`src/rtl/core/tarm_pkg.sv`:
```
package tarm_pkg;

  // fixed field widths of the instruction and result
  localparam int MODE_W  = 4;
  localparam int PC_W    = 10;
  localparam int IMM_W   = 32;
  localparam int PRINT_W = 32;

  // multiplier digit width (bits of the second operand per step)
  localparam int MUL_DIGIT_W = 16;

  typedef enum logic [MODE_W-1:0] {
    MODE_HALT  = 4'd0,
    MODE_ADD   = 4'd1,
    MODE_MUL   = 4'd2,
    MODE_SUB   = 4'd3,
    MODE_DIV   = 4'd4,
    MODE_COPY  = 4'd5,
    MODE_IMM   = 4'd6,
    MODE_JUMP  = 4'd7,
    MODE_JZ    = 4'd8,
    MODE_LT    = 4'd9,
    MODE_GT    = 4'd10,
    MODE_EQ    = 4'd11,
    MODE_PRINT = 4'd12,
    MODE_SAVE  = 4'd13
  } mode_e;

  // controller to datapath
  typedef struct packed {
    logic clr_wr;
    logic load;
    logic read;
    logic mul_start;
    logic mul_step;
    logic div_start;
    logic div_step;
    logic commit;
  } dp_cmd_t;

  // datapath to controller
  typedef struct packed {
    logic clr_last;
    logic mul_op;
    logic div_op;
    logic mul_last;
    logic div_last;
  } dp_status_t;

endpackage

```
`src/rtl/core/tarm_ctrl.sv`:
```
module tarm_ctrl (
  input  logic                  clk_i,
  input  logic                  rst_ni,
  input  logic                  start_i,
  input  tarm_pkg::dp_status_t  status_i,
  output tarm_pkg::dp_cmd_t     cmd_o,
  output logic                  busy_o
);

  localparam logic [2:0] S_CLEAR = 3'd0;
  localparam logic [2:0] S_IDLE  = 3'd1;
  localparam logic [2:0] S_READ  = 3'd2;
  localparam logic [2:0] S_EXEC  = 3'd3;
  localparam logic [2:0] S_MUL   = 3'd4;
  localparam logic [2:0] S_DIV   = 3'd5;
  localparam logic [2:0] S_WB    = 3'd6;

  logic [2:0] state_q, state_d;

  always_comb begin
    cmd_o   = '0;
    state_d = state_q;
    unique case (state_q)
      S_CLEAR: begin
        cmd_o.clr_wr = 1'b1;
        if (status_i.clr_last) begin
          state_d = S_IDLE;
        end
      end
      S_IDLE: begin
        if (start_i) begin
          cmd_o.load = 1'b1;
          state_d    = S_READ;
        end
      end
      S_READ: begin
        cmd_o.read = 1'b1;
        state_d    = S_EXEC;
      end
      S_EXEC: begin
        priority if (status_i.mul_op) begin
          cmd_o.mul_start = 1'b1;
          state_d         = S_MUL;
        end else if (status_i.div_op) begin
          cmd_o.div_start = 1'b1;
          state_d         = S_DIV;
        end else begin
          cmd_o.commit = 1'b1;
          state_d      = S_IDLE;
        end
      end
      S_MUL: begin
        cmd_o.mul_step = 1'b1;
        if (status_i.mul_last) begin
          state_d = S_WB;
        end
      end
      S_DIV: begin
        cmd_o.div_step = 1'b1;
        if (status_i.div_last) begin
          state_d = S_WB;
        end
      end
      S_WB: begin
        cmd_o.commit = 1'b1;
        state_d      = S_IDLE;
      end
      default: begin
        state_d = S_IDLE;
      end
    endcase
  end

  always_ff @(posedge clk_i or negedge rst_ni) begin
    if (!rst_ni) begin
      state_q <= S_CLEAR;
    end else begin
      state_q <= state_d;
    end
  end

  assign busy_o = (state_q != S_IDLE);

endmodule

```
`config.mk`:
```
export PLATFORM = sky130hd
export DESIGN_NAME = tarm_ctrl
export DESIGN_NICKNAME = d
export VERILOG_FILES = /design/src/rtl/core/tarm_pkg.sv /design/src/rtl/core/tarm_ctrl.sv
export SDC_FILE = /design/constraint.sdc
export NUM_CORES = 1
export LEC_CHECK = 0
export BUFFER_PORTS_ARGS = -buffer_cell sky130_fd_sc_hd__buf_2
export CAP_MARGIN = 20
export CORE_AREA = 2 2 39 41
export CTS_BUF_LIST = sky130_fd_sc_hd__clkbuf_16
export DETAILED_ROUTE_END_ITERATION = 8
export DIE_AREA = 0 0 41 43
export GPL_ROUTABILITY_DRIVEN = 0
export PLACE_DENSITY = 0.44
export SLEW_MARGIN = 10
export SYNTH_ARGS = -nofsm -noshare
export SYNTH_HDL_FRONTEND = slang
export SYNTH_SLANG_ARGS = --single-unit
```
`constraint.sdc`:
```
create_clock -name clk_i -period 1.52 [get_ports clk_i]
set_input_delay 0.304 -clock clk_i [delete_from_list [all_inputs] [get_ports clk_i]]
set_output_delay 0.304 -clock clk_i [all_outputs]
set_load 0.02 [all_outputs]
```
==> impl_metrics.yaml <==
status:
  outcome: "completed"
sta:
  drv_slew: 0
  final.min_clock_period_ns: 1.498
  max_slew_margin_pct: 85.82
  post-route-period-util_pct: 98.54
  whs_ns: 0.3567
  hold_violations: 0
  worst_slack_ns: 0.02218
  rsz0062_at_grt: "true"
  fmax_ghz: 0.6676
  finalSetupViolations: 0
  skew_ns: 0.001568
  fin_setup_tns_ns: 0
  worst_pin_slew_ns: 0.2119
drt:
  wl_met3_um: 44
  drt-pass1-iter-count: 1
  drt-met1-wl_um: 317
  drc: 0
  via_count: 279
  wl_per_cell_um: 10.14
  finalWirelength_um: 669
  wl_met2_um: 292
  top_layer_used: "met4"
  drtIter0Drc: 0
  viasPerCell: 4.227
  drtAntennaViolNets: 0
finish:
  n_antenna_cell: 0
  nFillCells: 159
  area_growth_pct: 89.42
  fin_cells: 66
  reg_top3: "state_q x3"
  layout.nets: 59
  final_layout_size_suffix_gt1_share_pct: 54.00
  largest_register_ffs: 3
  largest_register: "state_q"
clock_tree:
  clk_latency_ns: 0.22
  h-tree-depth: 1
  cts_root_buffer: "clkbuf_16"
  max-clock-path-buffers: 2
  cts_buffers: 3
  cts_tree: "done"
  cts.clk_slew.worst_paths_ns: 0.03
  clock-sinks: 3
pwr:
  finalPower_w: 0.001052
  irDropWorstVdd_mv: 0.6084
  leakage_nw: 0.2290
  p_per_area_nw_per_um2: 2348
synth:
  syn_avg_cell_area_um2: 7.883
  netlist.area_leader.share_pct: 31.75
  synthCells: 30
  yosys.area.top_type: "dfrtp_1"
  yosysWarnings: 0
  synth_nets: 38
  synth_area_leaders: "dfrtp_1 (32%), nor2b_1 (11%), nand3b_1 (6.3%)"
  yosys.cell_types.count: 18
  syn-cell-area_um2: 236.5
  ys_seq_area_share_pct: 31.75
  synth_seq_cells: 3
critical_path:
  critPathLaunchType: "register"
  arrival_ns: 1.19
  crit_required_ns: 1.22
  cp_top_family: "flip-flops"
  endpoint_kind: "primary output"
  cpPeakStageDelay_ns: 0.46
  cp_max_fo: 8
  slowest_stage: "dfrtp_2"
  cp_cell_sequence: "nor2b_4 -> and3_1 -> buf_4"
  critical_path_class: "register to primary output"
  path_buf_inv: 1
global_route:
  grtUsageTotal_pct: 8.862
  grt_pass1_vias: 261
  grt_antenna_before_repair: 0
  grt_max_degree: 12
  grt_pass1_wl_um: 986
  overflow: 0
place:
  dp.cells: 61
  port_buffers: 16
  dp_slack_ns: 0.1410
  hpwl_um: 479.7
die:
  start_util_pct: 17.09
  dieArea_um2: 1763
  io_pins: 17
  die-height_um: 43
  core_area_um2: 1384
  rows: 14
  die-width_um: 41
flow_run:
  maxCapViolCount: 0
worst_hold_path:
  min_path_type: "input pin to register"
==> repair_timing <==
item                                    in CTS  in global routing
hold buffers                                 1                  0
endpoints found under the setup margin       4                  8
buffers inserted                             0                  0
pin swaps                                    0                  1
hold endpoints to repair                     3                  0
resized for setup                            3                  8
==> layer usage <==
metal,up-vias,track usage (%)
li1,140,-
met1,123,11.36
met2,14,10.00
met3,2,3.141
met4,0,10.00
met5,-,0
==> cell type report <==
class,count,area (um2),area share (%)
Clock buffer,3,75.07,16.76
Clock inverter,1,3.754,0.8380
Inverter,2,7.507,1.676
Multi-Input combinational cell,23,155.1,34.64
Sequential cell,3,78.83,17.60
Tap cell,16,20.02,4.469
Timing Repair Buffer,18,107.6,24.02
==> tightest hold or removal path, stage by stage <==
cell      delay [ns]
buf_2           0.07
nand3b_1        0.07
nand3b_1        0.09
==> through the flow <==
step                      cell area, um2  utilization (%)
after detailed placement           331.6            23.96
after floorplan                    236.5                -
after CTS                          429.2            31.01
after global routing               447.9            32.37
final                              447.9            32.37
after global placement             331.6            23.96
==> where the power goes <==
part           total [W]  switching, W  internal (W)
clock network   0.000413     0.0000741      0.000339
registers       0.000202     0.0000770      0.000125
logic           0.000436      0.000232      0.000204
==> synth_stat cells <==
library cell	number
and4b_1	1
nand3b_1	2
nand2b_1	2
nor2b_1	4
nand2_1	1
nor3b_1	2
clkbuf_2	1
or3_1	1
nor2_1	4
mux2i_1	1
dfrtp_1	3
inv_2	1
o31ai_1	1
inv_1	1
nor3_1	2
a21oi_1	1
buf_4	1
and3_1	1
==> final timing paths <==
| kind | startpoint | to | slack [ns] | cells past startpoint |
|---|---|---|---|---|
| worst min register to register | state_q[2]$_DFFE_PN0P_ | state_q[2]$_DFFE_PN0P_ | 0.58 | 1 |
| worst max register to register | state_q[0]$_DFFE_PN0P_ | state_q[0]$_DFFE_PN0P_ | 0.29 | 4 |
| worst min-delay path | status_i[1] | state_q[1]$_DFFE_PN0P_ | 0.36 | 3 |
| min in group asynchronous | rst_ni | state_q[0]$_DFFE_PN0P_ | 0.41 | 2 |
| max in group asynchronous | rst_ni | state_q[1]$_DFFE_PN0P_ | 0.99 | 2 |
| worst max-delay path | state_q[2]$_DFFE_PN0P_ | cmd_o[4] | 0.02 | 3 |
==> layout by cell type, fill, tap and decap left out, types with 2 or more instances in the layout <==
master and count:
buf_2 12, buf_4 5, nor2_1 4, clkbuf_16 3, dfrtp_2 3, nor2b_1 2
nor3b_1 2, nand2b_1 2, nor3_1 2, inv_1 2, nand3b_1 2
==> logic make-up (layout without fill, tap and decap cells) <==
kind of cell | after synthesis | count (layout) | share of synthesized area (%)
flip-flops | 3 | 3 | 31.75
buffers and inverters | 4 | 24 | 8.462
multiplexers | 1 | 1 | 4.233
AND/OR/NAND/NOR | 20 | 20 | 50.26
AO/OA/AOI/OAI | 2 | 2 | 5.290
No activity file was read; power rests on OpenSTA's default activity.
